--- config.mk ---
export PLATFORM = sky130hd
export DESIGN_NAME = tc_transfer_frame_deframer_top
export DESIGN_NICKNAME = d
export VERILOG_FILES = /design/src/design/tcfd_pkg.sv /design/src/design/tcfd_front.sv /design/src/design/tcfd_fifo.sv /design/src/design/tcfd_back.sv /design/src/design/tc_transfer_frame_deframer_top.sv
export SDC_FILE = /design/constraint.sdc
export NUM_CORES = 1
export LEC_CHECK = 0
export BUFFER_PORTS_ARGS = -buffer_cell sky130_fd_sc_hd__buf_2
export CAP_MARGIN = 20
export CORE_ASPECT_RATIO = 1.2
export CORE_MARGIN = 3
export CORE_UTILIZATION = 45
export CTS_CLUSTER_SIZE = 8
export DETAILED_ROUTE_END_ITERATION = 7
export PLACE_DENSITY = 0.71
export REMOVE_ABC_BUFFERS = 1
export SLEW_MARGIN = 15
export SYNTH_ARGS = -nofsm -noshare
export SYNTH_HDL_FRONTEND = slang
export SYNTH_SLANG_ARGS = --single-unit
--- constraint.sdc ---
create_clock -name clk_i -period 5.9 [get_ports clk_i]
set_input_delay 1.18 -clock clk_i [delete_from_list [all_inputs] [get_ports clk_i]]
set_output_delay 1.18 -clock clk_i [all_outputs]
set_load 0.005 [all_outputs]
--- src/design/tcfd_pkg.sv ---
`timescale 1ns / 1ps
// ----------------------------------------------------------------------------
// tcfd_pkg
// Types and constants shared by the TC transfer frame deframer modules.
// ----------------------------------------------------------------------------
package tcfd_pkg;

  localparam int FIFO_DEPTH = 4;
  localparam int FIFO_PTR_W = 2;
  localparam int FIFO_CNT_W = 3;

  localparam int OUT_DATA_W = 80;

  typedef enum logic [2:0] {
    ST_OK           = 3'd0,
    ST_SHORT        = 3'd1,
    ST_RESERVED     = 3'd2,
    ST_LEN_MISMATCH = 3'd3,
    ST_NO_SEG_HDR   = 3'd4
  } tcfd_status_e;

  typedef enum logic [1:0] {
    BK_EMPTY,
    BK_DATA,
    BK_SUMMARY
  } tcfd_back_state_e;

  typedef struct packed {
    logic [1:0]   version_number;
    logic         type_b_flag;
    logic         control_flag;
    logic [9:0]   craft_id;
    logic [5:0]   channel_id;
    logic [9:0]   length_field;
    logic [7:0]   sequence_number;
    logic [7:0]   seg_hdr;
    logic [15:0]  error_control;
    tcfd_status_e status;
  } tcfd_summary_t;

  typedef struct packed {
    logic          has_data;
    logic [7:0]    data_byte;
    logic          has_summary;
    tcfd_summary_t summary;
  } tcfd_entry_t;

endpackage

--- src/design/tcfd_front.sv ---
`timescale 1ns / 1ps
// ----------------------------------------------------------------------------
// tcfd_front
// Octet classifier: header capture, data delay line and frame-end summary.
// ----------------------------------------------------------------------------
module tcfd_front import tcfd_pkg::*; #(
  parameter int MAX_FRAME_OCTETS = 1024
) (
  input  logic        clk_i,
  input  logic        rst_ni,
  input  logic        seg_enable_i,
  input  logic        in_valid_i,
  output logic        in_ready_o,
  input  logic [7:0]  in_octet_i,
  input  logic        in_eof_i,
  input  logic        fifo_full_i,
  output logic        push_o,
  output tcfd_entry_t entry_o
);

  localparam int CNT_W = $clog2(MAX_FRAME_OCTETS + 2);
  localparam int CMP_W = (CNT_W > 11) ? CNT_W : 11;
  localparam logic [CNT_W-1:0] CNT_SAT = CNT_W'(MAX_FRAME_OCTETS + 1);

  logic [CNT_W-1:0] cnt_q, cnt_d, total;
  logic [39:0]      hdr_q, hdr_d, hdr_n;
  logic [7:0]       seg_q, seg_d;
  logic [15:0]      tail_q, tail_d, tail_n;
  logic             accept, seg, emit;
  logic [9:0]       len;
  tcfd_status_e     status;

  assign in_ready_o = !fifo_full_i;
  assign accept     = in_valid_i && in_ready_o;

  always_comb begin
    hdr_n = hdr_q;
    case (cnt_q)
      CNT_W'(0): hdr_n[39:32] = in_octet_i;
      CNT_W'(1): hdr_n[31:24] = in_octet_i;
      CNT_W'(2): hdr_n[23:16] = in_octet_i;
      CNT_W'(3): hdr_n[15:8]  = in_octet_i;
      CNT_W'(4): hdr_n[7:0]   = in_octet_i;
      default:   hdr_n = hdr_q;
    endcase
  end

  assign seg    = seg_enable_i && !hdr_n[36];
  assign emit   = cnt_q >= (seg ? CNT_W'(8) : CNT_W'(7));
  assign tail_n = {tail_q[7:0], in_octet_i};
  assign total  = (cnt_q == CNT_SAT) ? cnt_q : cnt_q + CNT_W'(1);
  assign len    = {hdr_n[17:16], hdr_n[15:8]};

  always_comb begin
    if (total < CNT_W'(7)) begin
      status = ST_SHORT;
    end else if (!hdr_n[37] && hdr_n[36]) begin
      status = ST_RESERVED;
    end else if (CMP_W'(len) + CMP_W'(1) != CMP_W'(total)) begin
      status = ST_LEN_MISMATCH;
    end else if (seg && total < CNT_W'(8)) begin
      status = ST_NO_SEG_HDR;
    end else begin
      status = ST_OK;
    end
  end

  always_comb begin
    entry_o                         = '0;
    entry_o.has_data                = emit;
    entry_o.data_byte               = emit ? tail_q[15:8] : 8'd0;
    entry_o.has_summary             = in_eof_i;
    entry_o.summary.version_number  = hdr_n[39:38];
    entry_o.summary.type_b_flag     = hdr_n[37];
    entry_o.summary.control_flag    = hdr_n[36];
    entry_o.summary.craft_id        = {hdr_n[33:32], hdr_n[31:24]};
    entry_o.summary.channel_id      = hdr_n[23:18];
    entry_o.summary.length_field    = len;
    entry_o.summary.sequence_number = hdr_n[7:0];
    entry_o.summary.seg_hdr         = (seg && total >= CNT_W'(8)) ? seg_q : 8'd0;
    entry_o.summary.error_control   = tail_n;
    entry_o.summary.status          = status;
  end

  assign push_o = accept && (emit || in_eof_i);

  always_comb begin
    cnt_d  = cnt_q;
    hdr_d  = hdr_q;
    seg_d  = seg_q;
    tail_d = tail_q;
    if (accept) begin
      if (in_eof_i) begin
        cnt_d  = '0;
        hdr_d  = '0;
        seg_d  = '0;
        tail_d = '0;
      end else begin
        cnt_d  = total;
        hdr_d  = hdr_n;
        tail_d = tail_n;
        if (cnt_q == CNT_W'(5) && seg) begin
          seg_d = in_octet_i;
        end
      end
    end
  end

  always_ff @(posedge clk_i or negedge rst_ni) begin
    if (!rst_ni) begin
      cnt_q  <= '0;
      hdr_q  <= '0;
      seg_q  <= '0;
      tail_q <= '0;
    end else begin
      cnt_q  <= cnt_d;
      hdr_q  <= hdr_d;
      seg_q  <= seg_d;
      tail_q <= tail_d;
    end
  end

  a_cnt_bounded: assert property (@(posedge clk_i) disable iff (!rst_ni)
    cnt_q <= CNT_SAT) else $error("octet counter beyond saturation");

endmodule

--- src/design/tcfd_fifo.sv ---
`timescale 1ns / 1ps
// ----------------------------------------------------------------------------
// tcfd_fifo
// Short queue of classified entries between the front and the back.
// ----------------------------------------------------------------------------
module tcfd_fifo import tcfd_pkg::*; (
  input  logic        clk_i,
  input  logic        rst_ni,
  input  logic        push_i,
  input  tcfd_entry_t push_entry_i,
  input  logic        pop_i,
  output tcfd_entry_t head_o,
  output logic        full_o,
  output logic        empty_o
);

  tcfd_entry_t           mem_q [FIFO_DEPTH];
  logic [FIFO_PTR_W-1:0] wr_q, wr_d, rd_q, rd_d;
  logic [FIFO_CNT_W-1:0] cnt_q, cnt_d;

  assign full_o  = cnt_q == FIFO_CNT_W'(FIFO_DEPTH);
  assign empty_o = cnt_q == '0;
  assign head_o  = mem_q[rd_q];

  always_comb begin
    wr_d  = push_i ? wr_q + FIFO_PTR_W'(1) : wr_q;
    rd_d  = pop_i ? rd_q + FIFO_PTR_W'(1) : rd_q;
    cnt_d = cnt_q + FIFO_CNT_W'(push_i) - FIFO_CNT_W'(pop_i);
  end

  always_ff @(posedge clk_i) begin
    if (push_i) begin
      mem_q[wr_q] <= push_entry_i;
    end
  end

  always_ff @(posedge clk_i or negedge rst_ni) begin
    if (!rst_ni) begin
      wr_q  <= '0;
      rd_q  <= '0;
      cnt_q <= '0;
    end else begin
      wr_q  <= wr_d;
      rd_q  <= rd_d;
      cnt_q <= cnt_d;
    end
  end

  a_no_overflow: assert property (@(posedge clk_i) disable iff (!rst_ni)
    !(push_i && full_o)) else $error("push into full queue");

  a_no_underflow: assert property (@(posedge clk_i) disable iff (!rst_ni)
    !(pop_i && empty_o)) else $error("pop from empty queue");

endmodule

--- src/design/tcfd_back.sv ---
`timescale 1ns / 1ps
// ----------------------------------------------------------------------------
// tcfd_back
// Output sequencer: sends an entry's data beat, its summary beat, or the data beat and then the summary beat.
// ----------------------------------------------------------------------------
module tcfd_back import tcfd_pkg::*; (
  input  logic                  clk_i,
  input  logic                  rst_ni,
  input  tcfd_entry_t           head_i,
  input  logic                  empty_i,
  output logic                  pop_o,
  output logic                  out_valid_o,
  input  logic                  out_ready_i,
  output logic [OUT_DATA_W-1:0] out_data_o,
  output logic                  out_last_o
);

  tcfd_back_state_e state_q, state_d;
  tcfd_entry_t      cur_q, cur_d;
  logic             fire, load;

  assign fire = out_valid_o && out_ready_i;

  always_comb begin
    state_d = state_q;
    load    = 1'b0;
    case (state_q)
      BK_EMPTY: begin
        load = !empty_i;
      end
      BK_DATA: begin
        if (fire) begin
          if (cur_q.has_summary) begin
            state_d = BK_SUMMARY;
          end else begin
            load = !empty_i;
            if (empty_i) begin
              state_d = BK_EMPTY;
            end
          end
        end
      end
      BK_SUMMARY: begin
        if (fire) begin
          load = !empty_i;
          if (empty_i) begin
            state_d = BK_EMPTY;
          end
        end
      end
      default: begin
        state_d = BK_EMPTY;
      end
    endcase
    if (load) begin
      state_d = head_i.has_data ? BK_DATA : BK_SUMMARY;
    end
    cur_d = load ? head_i : cur_q;
  end

  assign pop_o = load;

  always_comb begin
    out_valid_o = 1'b0;
    out_last_o  = 1'b0;
    out_data_o  = '0;
    case (state_q)
      BK_DATA: begin
        out_valid_o      = 1'b1;
        out_data_o[7:0]  = cur_q.data_byte;
      end
      BK_SUMMARY: begin
        out_valid_o       = 1'b1;
        out_last_o        = 1'b1;
        out_data_o[72:8]  = {cur_q.summary.status,
                             cur_q.summary.error_control,
                             cur_q.summary.seg_hdr,
                             cur_q.summary.sequence_number,
                             cur_q.summary.length_field,
                             cur_q.summary.channel_id,
                             cur_q.summary.craft_id,
                             cur_q.summary.control_flag,
                             cur_q.summary.type_b_flag,
                             cur_q.summary.version_number};
      end
      default: begin
        out_valid_o = 1'b0;
      end
    endcase
  end

  always_ff @(posedge clk_i) begin
    cur_q <= cur_d;
  end

  always_ff @(posedge clk_i or negedge rst_ni) begin
    if (!rst_ni) begin
      state_q <= BK_EMPTY;
    end else begin
      state_q <= state_d;
    end
  end

  a_data_has_data: assert property (@(posedge clk_i) disable iff (!rst_ni)
    state_q == BK_DATA |-> cur_q.has_data) else $error("data beat without data");

  a_summary_has_summary: assert property (@(posedge clk_i) disable iff (!rst_ni)
    state_q == BK_SUMMARY |-> cur_q.has_summary)
    else $error("summary beat without summary");

endmodule

--- src/design/tc_transfer_frame_deframer_top.sv ---
`timescale 1ns / 1ps
// ----------------------------------------------------------------------------
// tc_transfer_frame_deframer_top
// TC transfer frame deframer with APB control register.
//
// Input stream s_axis carries one frame octet per beat, tlast on the last
// octet. Output stream m_axis carries data octets (tlast low) and, after the
// last data octet of a frame, one summary beat (tlast high) with the header
// fields, segment header, error control field and status. Data octets lag the
// input by two octets; the last two octets only appear as error control.
// On a nonzero status the consumer drops the frame's data octets.
// Throughput is one octet per cycle while m_axis accepts; a frame-end octet that
// also releases a data octet yields both a data beat and a summary beat, and the
// four-entry queue between the classifier and the output sequencer absorbs this.
// An input beat reaches the output through the queue write and the sequencer load.
// When m_axis stalls the queue fills and s_axis_tready drops once it is full.
// Reset clears the frame state and sets the segment header enable (address 0)
// to 1.
// ----------------------------------------------------------------------------
module tc_transfer_frame_deframer_top import tcfd_pkg::*; #(
  parameter int MAX_FRAME_OCTETS = 1024
) (
  input  logic                  clk_i,
  input  logic                  rst_ni,
  input  logic                  s_axis_tvalid,
  output logic                  s_axis_tready,
  // [7:0] octet
  input  logic [7:0]            s_axis_tdata,
  input  logic                  s_axis_tlast,
  output logic                  m_axis_tvalid,
  input  logic                  m_axis_tready,
  // [7:0] data_byte, [9:8] version_number, [10] type_b_flag, [11] control_flag,
  // [21:12] craft_id, [27:22] channel_id, [37:28] length_field,
  // [45:38] sequence_number, [53:46] seg_hdr, [69:54] error_control,
  // [72:70] status, [79:73] zero
  output logic [OUT_DATA_W-1:0] m_axis_tdata,
  // is_summary
  output logic                  m_axis_tlast,
  input  logic                  psel,
  input  logic                  penable,
  input  logic                  pwrite,
  input  logic [2:0]            paddr,
  input  logic [31:0]           pwdata,
  output logic [31:0]           prdata,
  output logic                  pready
);

  logic        seg_en_q, seg_en_d;
  logic        push, pop, full, empty;
  tcfd_entry_t push_entry, head;

  assign pready   = 1'b1;
  assign seg_en_d = (psel && penable && pwrite && !paddr[2]) ? pwdata[0] : seg_en_q;
  assign prdata   = paddr[2] ? 32'd0 : {31'd0, seg_en_q};

  always_ff @(posedge clk_i or negedge rst_ni) begin
    if (!rst_ni) begin
      seg_en_q <= 1'b1;
    end else begin
      seg_en_q <= seg_en_d;
    end
  end

  tcfd_front #(
    .MAX_FRAME_OCTETS(MAX_FRAME_OCTETS)
  ) u_front (
    .clk_i       (clk_i),
    .rst_ni      (rst_ni),
    .seg_enable_i(seg_en_q),
    .in_valid_i  (s_axis_tvalid),
    .in_ready_o  (s_axis_tready),
    .in_octet_i  (s_axis_tdata),
    .in_eof_i    (s_axis_tlast),
    .fifo_full_i (full),
    .push_o      (push),
    .entry_o     (push_entry)
  );

  tcfd_fifo u_fifo (
    .clk_i       (clk_i),
    .rst_ni      (rst_ni),
    .push_i      (push),
    .push_entry_i(push_entry),
    .pop_i       (pop),
    .head_o      (head),
    .full_o      (full),
    .empty_o     (empty)
  );

  tcfd_back u_back (
    .clk_i      (clk_i),
    .rst_ni     (rst_ni),
    .head_i     (head),
    .empty_i    (empty),
    .pop_o      (pop),
    .out_valid_o(m_axis_tvalid),
    .out_ready_i(m_axis_tready),
    .out_data_o (m_axis_tdata),
    .out_last_o (m_axis_tlast)
  );

endmodule

==> results.toml, run 1 <==
[grt]
gr-total-overflow = 0
grt_first_pass_wirelength_mm = 57.5
grtUsageMet2_pct = 28.4
use_met1_pct = 22.5
grt_busiest_layer = "met2"
use_met3_pct = 3.19
gr-usage-all-layers_pct = 17.1
grt_start_max_net_pins = 80
grt_pass1_vias = 10100
antenna_found_initial = 3

[power_and_ir_drop]
comb_power_share_pct = 24.5
total_power_w = 0.0111
p_int_w = 0.00795
power_density_mw_per_mm2 = 519
clkPwrFrac_pct = 31.2
total_leakage_power_nw = 8.03
vdd_drop_max_v = 0.000315
netSwitchingFraction_pct = 28.6
p_switching_w = 0.00318
seq_power_share_pct = 44.2

[worst_setup_path]
reg2reg_depth = 13
path_max_fanout = 10
r2r-start = "u_front.cnt_q[7]"
r2r-end = "u_fifo.mem_q[0][1]"
crit_chain = "nor4_4 -> nand4_1 -> mux2i_1 -> inv_1 -> ha_1 -> nand2_1 -> a31oi_1 -> a31oi_1 -> nor4_1 -> xnor2_1 -> a2111oi_2 -> nand4_1 -> o22a_1"
rrSetupSlack_ns = 1.39
worstSetupPathType = "reg -> reg"
cp_slowest_cell = "nand4_1"
cp-end-kind = "flip-flop"
cp.buffers_inverters = 1
critPathArrivalTime_ns = 4.79
cp_top_family = "simple AND/OR/NAND/NOR gates"
max_stage_delay_ns = 0.66
required_ns = 6.18
startpoint_type = "flip-flop"

[timing]
hold_viol_final = 0
relSlewSlack_pct = 34.9
slew_viol_final = 0
clock.fmax_mhz = 222
fin_crit_ns = 4.51
period_share_pct = 76.4
finalSetupTns_ns = 0
fin_skew_ns = 0.0174
rsz0062_at_grt = "no"
worstMarginPinSlew_ns = 0.974
finalSetupViolCount = 0

[place]
hpwl_mm = 21.4
io_buffer_count = 94
place.gp.congestion = 0.848

[status]
run_status = "completed"

[layout]
area_growth_pct = 16.0
drive_above_1_share_pct = 24.9
final_util_pct = 53.4
fin_nets = 1263

[cts]
h-tree-depth = 3
clock_sinks = 457
cts_buffers = 67
postCtsSetupBuffers = 0
hold_buffers = 0
cts-resized-gates = 0
clk_pin_slew_ns = 0.05
tritoncts = "built"
worstSkewPairLatency_ns = 0.56
root_buffer = "clkbuf_16"
clock_path_buffers = 3

[floorplanning]
design.core.area_mm2 = 0.0401
die_x_um = 191
die_h_um = 228
row_count = 80
start_util_pct = 46.1
die_area_mm2 = 0.0436
io_pins = 167

[logic_synthesis]
synthCells = 1062
avgSynthCellArea_um2 = 17.4
seq_area_frac_synth_pct = 72.0
async_reset_ff_share_pct = 18.2
synth_cell_types = 60
synth_edf_count = 374
synth_area_leader_cell = "edfxtp_1"
synthTopCellsByArea = "edfxtp_1 61%, dfrtp_1 11%, mux4_2 9.1%, and2_1 3.3%, mux2_2 1.8%"
synth_top_area_share_pct = 60.7
yosys_warnings = 0
synth_ff_type = "edfxtp_1"
ys_ff_latch = 457
syn_area_mm2 = 0.0185

[drt]
via_per_inst = 5.33
num_vias = 9505
drtAntennaViolNets = 0
drc = 0
drt_wl_total_mm = 36.6
dr.first_iter.drc_count = 568
dr.pass1.iters = 5
wire_per_inst_um = 20.5

[hold_path]
holdPathEnd = "u_front.tail_q[15]"
hp-start = "u_front.tail_q[15]"
min_path_type = "reg -> reg"
whs_path_depth = 2

[run]
cap_violations = 0
layout make-up:
class                      count  area, µm²
antenna                        2       5.00
inverter                      25       95.1
timing repair buffer         110        631
clock buffer                 117       1890
sequential                   457      13300
clock inverter                 6       71.3
fill                        3181      18700
tap                          533        667
multi-input combinational    534       4780
layout by cell type (no fill, tap or decap), drive strengths merged, types with 16 or more instances in the layout:
master  instances
clkbuf        117
o21ai          40
mux2           29
edfxtp        374
buf           110
nand2          67
mux4           75
inv            27
dfrtp          82
and2           97
conb           39
xnor2          18
ha             16
a22o           37
stage by stage:
stage	cell area (µm²)	setup slack, ns	hold slack, ns	cells
3_5_place_dp	19500	1.45	0.462	1659
6_report	21500	1.39	0.467	1784
4_1_cts	21400	1.41	0.473	1782
3_3_place_gp	19500	1.49	0.456	1659
2_1_floorplan	18200	1.15	0.442	1016
5_1_grt	21400	0.963	0.499	1782
synthesized netlist by cell type, drive strengths merged (2+ instances only):
library cell	count
a31o	2
or3	2
xnor2	18
and3	6
nor4	2
nor2	12
clkbuf	26
buf	57
mux2	29
conb	2
o31ai	4
nand3	6
inv	24
o21ai	40
dfrtp	82
nand2	67
a22o	37
nand4	8
a31oi	10
nor2b	3
edfxtp	374
nor3	7
or4	3
ha	16
and2	97
nand2b	2
xor2	12
a21oi	6
o22ai	2
mux4	75
mux2i	11
worst register-to-register path, stage by stage, from the launching register on:
cell	delay (ns)
dfrtp_1	0.46
nor4_4	0.57
nand4_1	0.66
mux2i_1	0.55
inv_1	0.18
ha_1	0.28
nand2_1	0.09
a31oi_1	0.04
a31oi_1	0.32
nor4_1	0.12
xnor2_1	0.18
a2111oi_2	0.31
nand4_1	0.20
o22a_1	0.26
layer usage:
layer  share of wire (%)  up-vias
met2                  50      250
li1                    -     4285
met4                 2.9        2
met1                  42     4894
met5               0.036        -
met3                 4.9       74
sequential cells by signal (all words and copies together) (netlist names):
signal and cells:
u_front.seg_q 8, u_front.tail_q 16, u_fifo.mem_q 300, u_front.hdr_q 38, u_front.cnt_q 11, u_fifo.wr_q 2, u_fifo.rd_q 2, seg_en_q 1
u_fifo.cnt_q 3, u_back.cur_q 74, u_back.state_q 2
worst max path at each step:
stage,from,endpoint,depth (start not counted)
3_3_place_gp,u_front.cnt_q[5],u_fifo.mem_q[2][1],12
6_report,u_front.cnt_q[7],u_fifo.mem_q[0][1],13
3_5_place_dp,u_front.cnt_q[5],u_fifo.mem_q[0][1],12
5_1_grt,u_front.cnt_q[2],u_fifo.mem_q[0][2],13
2_1_floorplan,u_front.cnt_q[5],u_fifo.mem_q[0][0],9
4_1_cts,u_front.cnt_q[5],u_fifo.mem_q[0][1],12
cells by family (layout without fill, tap and decap cells):
logic type / after synthesis / count (layout) / synth area share, %
DFF: 457 / 457 / 72.0
and+or+nand+nor: 222 / 222 / 6.64
muxes: 115 / 115 / 11.5
AOI/OAI and AO/OA: 111 / 111 / 4.19
buffers and inverters: 108 / 258 / 3.04
xor gates and xnor gates: 30 / 30 / 1.42
adders and majority gates: 17 / 17 / 1.19
other: 2 / 41 / 0.0406
power groups by stage:
stage | sequential, W | combinational [W] | clock (W)
floorplan | 0.00502 | 0.00179 | 0
global placement | 0.00496 | 0.00275 | 0
detailed placement | 0.00500 | 0.00280 | 0
CTS | 0.00494 | 0.00282 | 0.00356
global route | 0.00502 | 0.00303 | 0.00370
finish | 0.00493 | 0.00273 | 0.00348
No activity file was read; power rests on OpenSTA's default activity.
==> run 2, diff against run 1 <==
Settings changed: ABC_AREA set to 1, PLACE_DENSITY 0.71 to 0.73.
Clock period 5.9 ns to 3.9 ns, I/O delays scaled along.
==> results.toml, run 2 <==
[layout]
reg.largest.list = "u_fifo.mem_q x300, u_back.cur_q x74, u_front.hdr_q x38"
drive_above_1_share_pct = 13.8
fin_nets = 1836
top_register = "u_fifo.mem_q"
most-common-layout-cells = "374 x edfxtp_1, 209 x inv_1, 203 x nand2_1, 197 x nor2_1, 192 x o21ai_0"
final_common_cell = "edfxtp_1"
largest_reg_flops = 300
final_util_pct = 52.9
area_growth_pct = 15.9

[timing]
finalSetupViolCount = 0
relSlewSlack_pct = 40.2
clock.fmax_mhz = 295
hold_viol_final = 0
rsz0062_at_grt = "no"
fin_crit_ns = 3.39
hold_slack_ns = 0.338
fin_skew_ns = 0.0242
slew_viol_final = 0
fin_ws_ns = 0.506
period_share_pct = 87.0
worstMarginPinSlew_ns = 0.891

[hold_path]
min_path_type = "in -> async"

[worst_setup_path]
critPathMostFrequentCell = "ha_1"
cp_slowest_cell = "dfrtp_1"
startpoint_type = "flip-flop"
path_max_fanout = 14
cp.buffers_inverters = 3
cp_top_family = "simple AND/OR/NAND/NOR gates"
worstSetupPathType = "reg -> reg"
required_ns = 4.34
cp-end-kind = "flip-flop"
max_stage_delay_ns = 0.45
crit_chain = "nor2_2 -> inv_2 -> nor2_8 -> nand3_2 -> nand2_1 -> o21ai_2 -> nor2_2 -> inv_2 -> ha_1 -> nor3_1 -> nand2_1 -> o21ai_4 -> ha_1 -> inv_1 -> ha_1 -> fa_1 -> xor2_1"
critPathArrivalTime_ns = 3.84

[grt]
grt_first_pass_wirelength_mm = 66.0
grt_pass1_vias = 12500
antenna_found_initial = 1
gr-total-overflow = 0
grt_start_max_net_pins = 77
gr-usage-all-layers_pct = 18.6

[logic_synthesis]
synthCells = 1655
seq_area_frac_synth_pct = 69.7
syn_area_mm2 = 0.0191
synth_ff_type = "edfxtp_1"
ys_ff_latch = 457
avgSynthCellArea_um2 = 11.5
synth_top_area_share_pct = 58.8
synthTopCellsByCount = "374 x edfxtp_1, 212 x inv_1, 203 x nand2_1"
async_reset_ff_share_pct = 18.2
synthTopCellsByArea = "edfxtp_1 59%, dfrtp_1 11%, o21ai_0 5.0%, o22ai_1 4.3%, inv_1 4.2%"
synth_edf_count = 374
synth_area_leader_cell = "edfxtp_1"
yosysMostFrequentCell = "edfxtp_1"
synth_cell_types = 45
yosys_warnings = 0

[drt]
drtAntennaViolNets = 0
dr.first_iter.drc_count = 979
wire_per_inst_um = 17.9
drt_wl_total_mm = 42.4
num_vias = 12400
via_per_inst = 5.25
dr.pass1.iters = 5
drc = 0

[cts]
root_buffer = "clkbuf_16"
clk_pin_slew_ns = 0.05
cts_buffers = 67
hold_buffers = 0
worstSkewPairLatency_ns = 0.57
cts-resized-gates = 0
postCtsSetupBuffers = 0
tritoncts = "built"
clock_path_buffers = 3
clock_sinks = 457
h-tree-depth = 3

[floorplanning]
start_util_pct = 45.6
design.core.area_mm2 = 0.0419
die_area_mm2 = 0.0449
die_h_um = 232
die_x_um = 194
io_pins = 167
row_count = 82

[power_and_ir_drop]
vdd_drop_max_v = 0.000559
total_leakage_power_nw = 9.14
power_density_mw_per_mm2 = 812
total_power_w = 0.0180

[place]
dp_slack_ns = 0.497
io_buffer_count = 94
place.gp.congestion = 0.877
hpwl_mm = 25.1

[status]
run_status = "completed"

[run]
cap_violations = 0
==> run 2: changes by cell type after synthesis, sizes merged, moves of 11 or more <==
cell | before | now
a22o | 37 | 1
and2 | 97 | 0
buf | 57 | 44
clkbuf | 26 | 73
inv | 24 | 217
mux2 | 29 | 0
mux2i | 11 | 0
mux4 | 75 | 0
nand2 | 67 | 218
nand3 | 6 | 38
nor2 | 12 | 213
o21ai | 40 | 196
o22ai | 2 | 131
xnor2 | 18 | 3
==> run 2: kinds of logic after synthesis <==
group | Yosys count | share of synthesized area [%]
simple gates | 487 | 10.9
flops | 457 | 69.7
compound gates | 344 | 10.1
buf+inv | 334 | 7.46
fa+ha+maj | 17 | 1.15
xor+xnor | 14 | 0.642
other cells | 2 | 0.0393
==> run 2: area by class of cell <==
cell class	instances	area, µm²
fill	3433	19700
inverter	217	818
multi-input combinational	901	4530
clock inverter	6	104
clock buffer	115	1870
sequential	457	13300
tap	546	683
antenna	2	5.00
timing repair buffer	124	811
==> run 2: worst reg2reg max path, cell delays in order, from the launching register on <==
cell	delay, ns
dfrtp_1	0.45
nor2_2	0.18
inv_2	0.09
nor2_8	0.25
nand3_2	0.16
nand2_1	0.11
o21ai_2	0.11
nor2_2	0.17
inv_2	0.05
ha_1	0.19
nor3_1	0.18
nand2_1	0.22
o21ai_4	0.20
ha_1	0.15
inv_1	0.04
ha_1	0.18
fa_1	0.37
xor2_1	0.17
==> run 2: path summary, 6_finish.rpt <==
| check | startpoint | end | slack [ns] | cells after the start |
|---|---|---|---|---|
| max in group asynchronous | rst_ni | u_front.tail_q[13] | 2.79 | 2 |
| worst max-delay path | u_front.cnt_q[3] | u_fifo.cnt_q[2] | 0.51 | 17 |
| worst min register to register | u_front.hdr_q[14] | u_front.hdr_q[14] | 0.49 | 2 |
| worst max register to register | u_front.cnt_q[3] | u_fifo.cnt_q[2] | 0.51 | 17 |
| min in group clk_i | pwdata[0] | seg_en_q | 0.46 | 3 |
| worst min-delay path | rst_ni | u_front.hdr_q[24] | 0.34 | 1 |
==> run 2: metrics by stage <==
step	setup TNS [ns]	instance area, µm²	instances
final	0	22100	2368
after global routing	0	22100	2366
after CTS	0	22100	2366
after detailed placement	0	20200	2245
after global placement	0	20200	2245
after floorplan	-698.84	18600	1575
==> run 2: power breakdown <==
group	switching [W]	leakage [nW]	total [W]	internal, W
registers	0.000498	4.61	0.00765	0.00715
clock network	0.00199	0.935	0.00529	0.00331
logic	0.00353	3.60	0.00502	0.00148
total	0.00602	9.14	0.0180	0.0119
==> run 2: routing by layer <==
metal	routed length [µm]	share of wire, %	track usage [%]
met4	1450	3.4	8.71
met1	17000	40	22.7
met5	0	0	0
met3	2610	6.1	3.49
met2	21300	50	31.9
==> run 3, diff against run 2 <==
Settings changed: PLACE_DENSITY 0.73 to 0.71.
Clock period 3.9 ns to 3.6 ns, I/O delays scaled along.
==> results.toml, run 3 (synthesis gave the netlist of run 2 again) <==
[drt]
via_per_inst = 5.23
drc = 0
wire_per_inst_um = 18.3
drtAntennaViolNets = 0
num_vias = 12400
dr.pass1.iters = 5
dr.first_iter.drc_count = 938
drt_wl_total_mm = 43.4

[timing]
worstMarginPinSlew_ns = 0.762
finalSetupViolCount = 0
hold_slack_ns = 0.0934
clock.fmax_mhz = 307
fin_crit_ns = 3.26
slew_viol_final = 0
period_share_pct = 90.5
fin_skew_ns = 0.0184
rsz0062_at_grt = "no"
relSlewSlack_pct = 49.2
hold_viol_final = 0

[worst_setup_path]
worstSetupPathType = "reg -> reg"
r2r-start = "u_front.cnt_q[3]"
critPathArrivalTime_ns = 3.71
required_ns = 4.05
rrSetupSlack_ns = 0.34
startpoint_type = "flip-flop"
cp-end-kind = "flip-flop"
reg2reg_depth = 17
endpoint = "u_fifo.cnt_q[2]"
cp-startpoint = "u_front.cnt_q[3]"
r2r-end = "u_fifo.cnt_q[2]"
path_max_fanout = 14

[grt]
antenna_found_initial = 2
gr-usage-all-layers_pct = 19.1
grt_first_pass_wirelength_mm = 67.3
gr-total-overflow = 0
grt_start_max_net_pins = 77
grt_pass1_vias = 12600

[power_and_ir_drop]
total_leakage_power_nw = 9.15
vdd_drop_max_v = 0.000535
power_density_mw_per_mm2 = 880

[floorplanning]
die_area_mm2 = 0.0449
die_h_um = 232
io_pins = 167
design.core.area_mm2 = 0.0419
die_x_um = 194
start_util_pct = 45.6
row_count = 82

[place]
io_buffer_count = 94
place.gp.congestion = 0.910
hpwl_mm = 25.4

[cts]
postCtsSetupBuffers = 0
clk_pin_slew_ns = 0.05
clock_sinks = 457
h-tree-depth = 3
tritoncts = "built"
worstSkewPairLatency_ns = 0.58
clock_path_buffers = 3
root_buffer = "clkbuf_16"
cts_buffers = 67

[layout]
reg.largest.list = "u_fifo.mem_q x300, u_back.cur_q x74, u_front.hdr_q x38"
largest_reg_flops = 300
area_growth_pct = 15.9
drive_above_1_share_pct = 14.1
top_register = "u_fifo.mem_q"
final_common_cell = "edfxtp_1"
seq_area_mm2 = 0.0133
fillers = 3544
final_util_pct = 52.9
multi_input_area_mm2 = 0.00454
fin_nets = 1840
most-common-layout-cells = "374 x edfxtp_1, 209 x inv_1, 202 x nand2_1, 197 x nor2_1, 192 x o21ai_0"

[run]
cap_violations = 0

[status]
run_status = "completed"

[hold_path]
min_path_type = "in -> async"
==> run 3: layer usage <==
metal  vias up  track usage (%)  wire [µm]
li1       5855                -          -
met1      6102             22.8      17500
met2       377             34.0      22500
met3        73             3.46       2270
met4         2             8.19       1130
met5         -                0         13
==> run 3: repair_timing <==
| action | in CTS | in global routing |
|---|---|---|
| endpoints found under the setup margin | 0 | 2 |
| gates resized for setup | 0 | 2 |
| hold buffers | 0 | 0 |
==> run 3: final cells by class <==
| cell class | count | area share, % |
|---|---|---|
| flip-flops and latches | 457 | 60.2 |
| multi-input cells | 901 | 20.5 |
| clock buffers | 114 | 8.47 |
| repair buffers | 128 | 3.74 |
| inverters | 217 | 3.70 |
| well taps | 546 | 3.09 |
| clock inverters | 7 | 0.311 |
| diodes | 1 | 0.0113 |
==> run 3: worst min path at each step <==
stage,startpoint,endpoint,slack (ns),cells after the start
2_1_floorplan,rst_ni,u_back.state_q[0],0.42,0
6_report,rst_ni,u_front.hdr_q[16],0.09,1
3_3_place_gp,u_front.hdr_q[15],u_front.hdr_q[15],0.47,2
4_1_cts,rst_ni,u_front.hdr_q[16],0.08,1
3_5_place_dp,u_front.hdr_q[36],u_front.hdr_q[36],0.47,2
5_1_grt,rst_ni,u_front.hdr_q[16],0.11,1
==> run 3: worst max-delay path: stages, from the launching register on <==
cell and delay, ns:
dfrtp_1 0.46, nor2_2 0.18, inv_2 0.09, nor2_8 0.24, nand3_2 0.14, nand2_1 0.10
o21ai_2 0.07, nor2_4 0.16, inv_2 0.06, ha_1 0.19, nor3_1 0.22, nand2_2 0.16
o21ai_4 0.16, ha_1 0.14, inv_1 0.04, ha_1 0.18, fa_1 0.37, xor2_1 0.17
==> run 3: metrics by stage <==
step / worst slack, ns / total power (W) / cell area (µm²) / cells / setup TNS (ns)
CTS: 0.194 / 0.0196 / 22100 / 2370 / 0
detailed placement: 0.217 / 0.0139 / 20200 / 2249 / 0
global placement: 0.212 / 0.0136 / 20200 / 2249 / 0
floorplan: -2.20 / 0.0117 / 18600 / 1575 / -826.00
finish: 0.341 / 0.0195 / 22100 / 2371 / 0
global route: 0.0601 / 0.0206 / 22100 / 2370 / 0
==> run 3: where the power goes <==
| part | leakage [nW] | switching, W | internal, W | total [W] |
|---|---|---|---|---|
| combinational | 3.62 | 0.00393 | 0.00161 | 0.00554 |
| sequential | 4.61 | 0.000483 | 0.00775 | 0.00824 |
| clock | 0.926 | 0.00218 | 0.00353 | 0.00571 |
| total | 9.15 | 0.00659 | 0.0129 | 0.0195 |
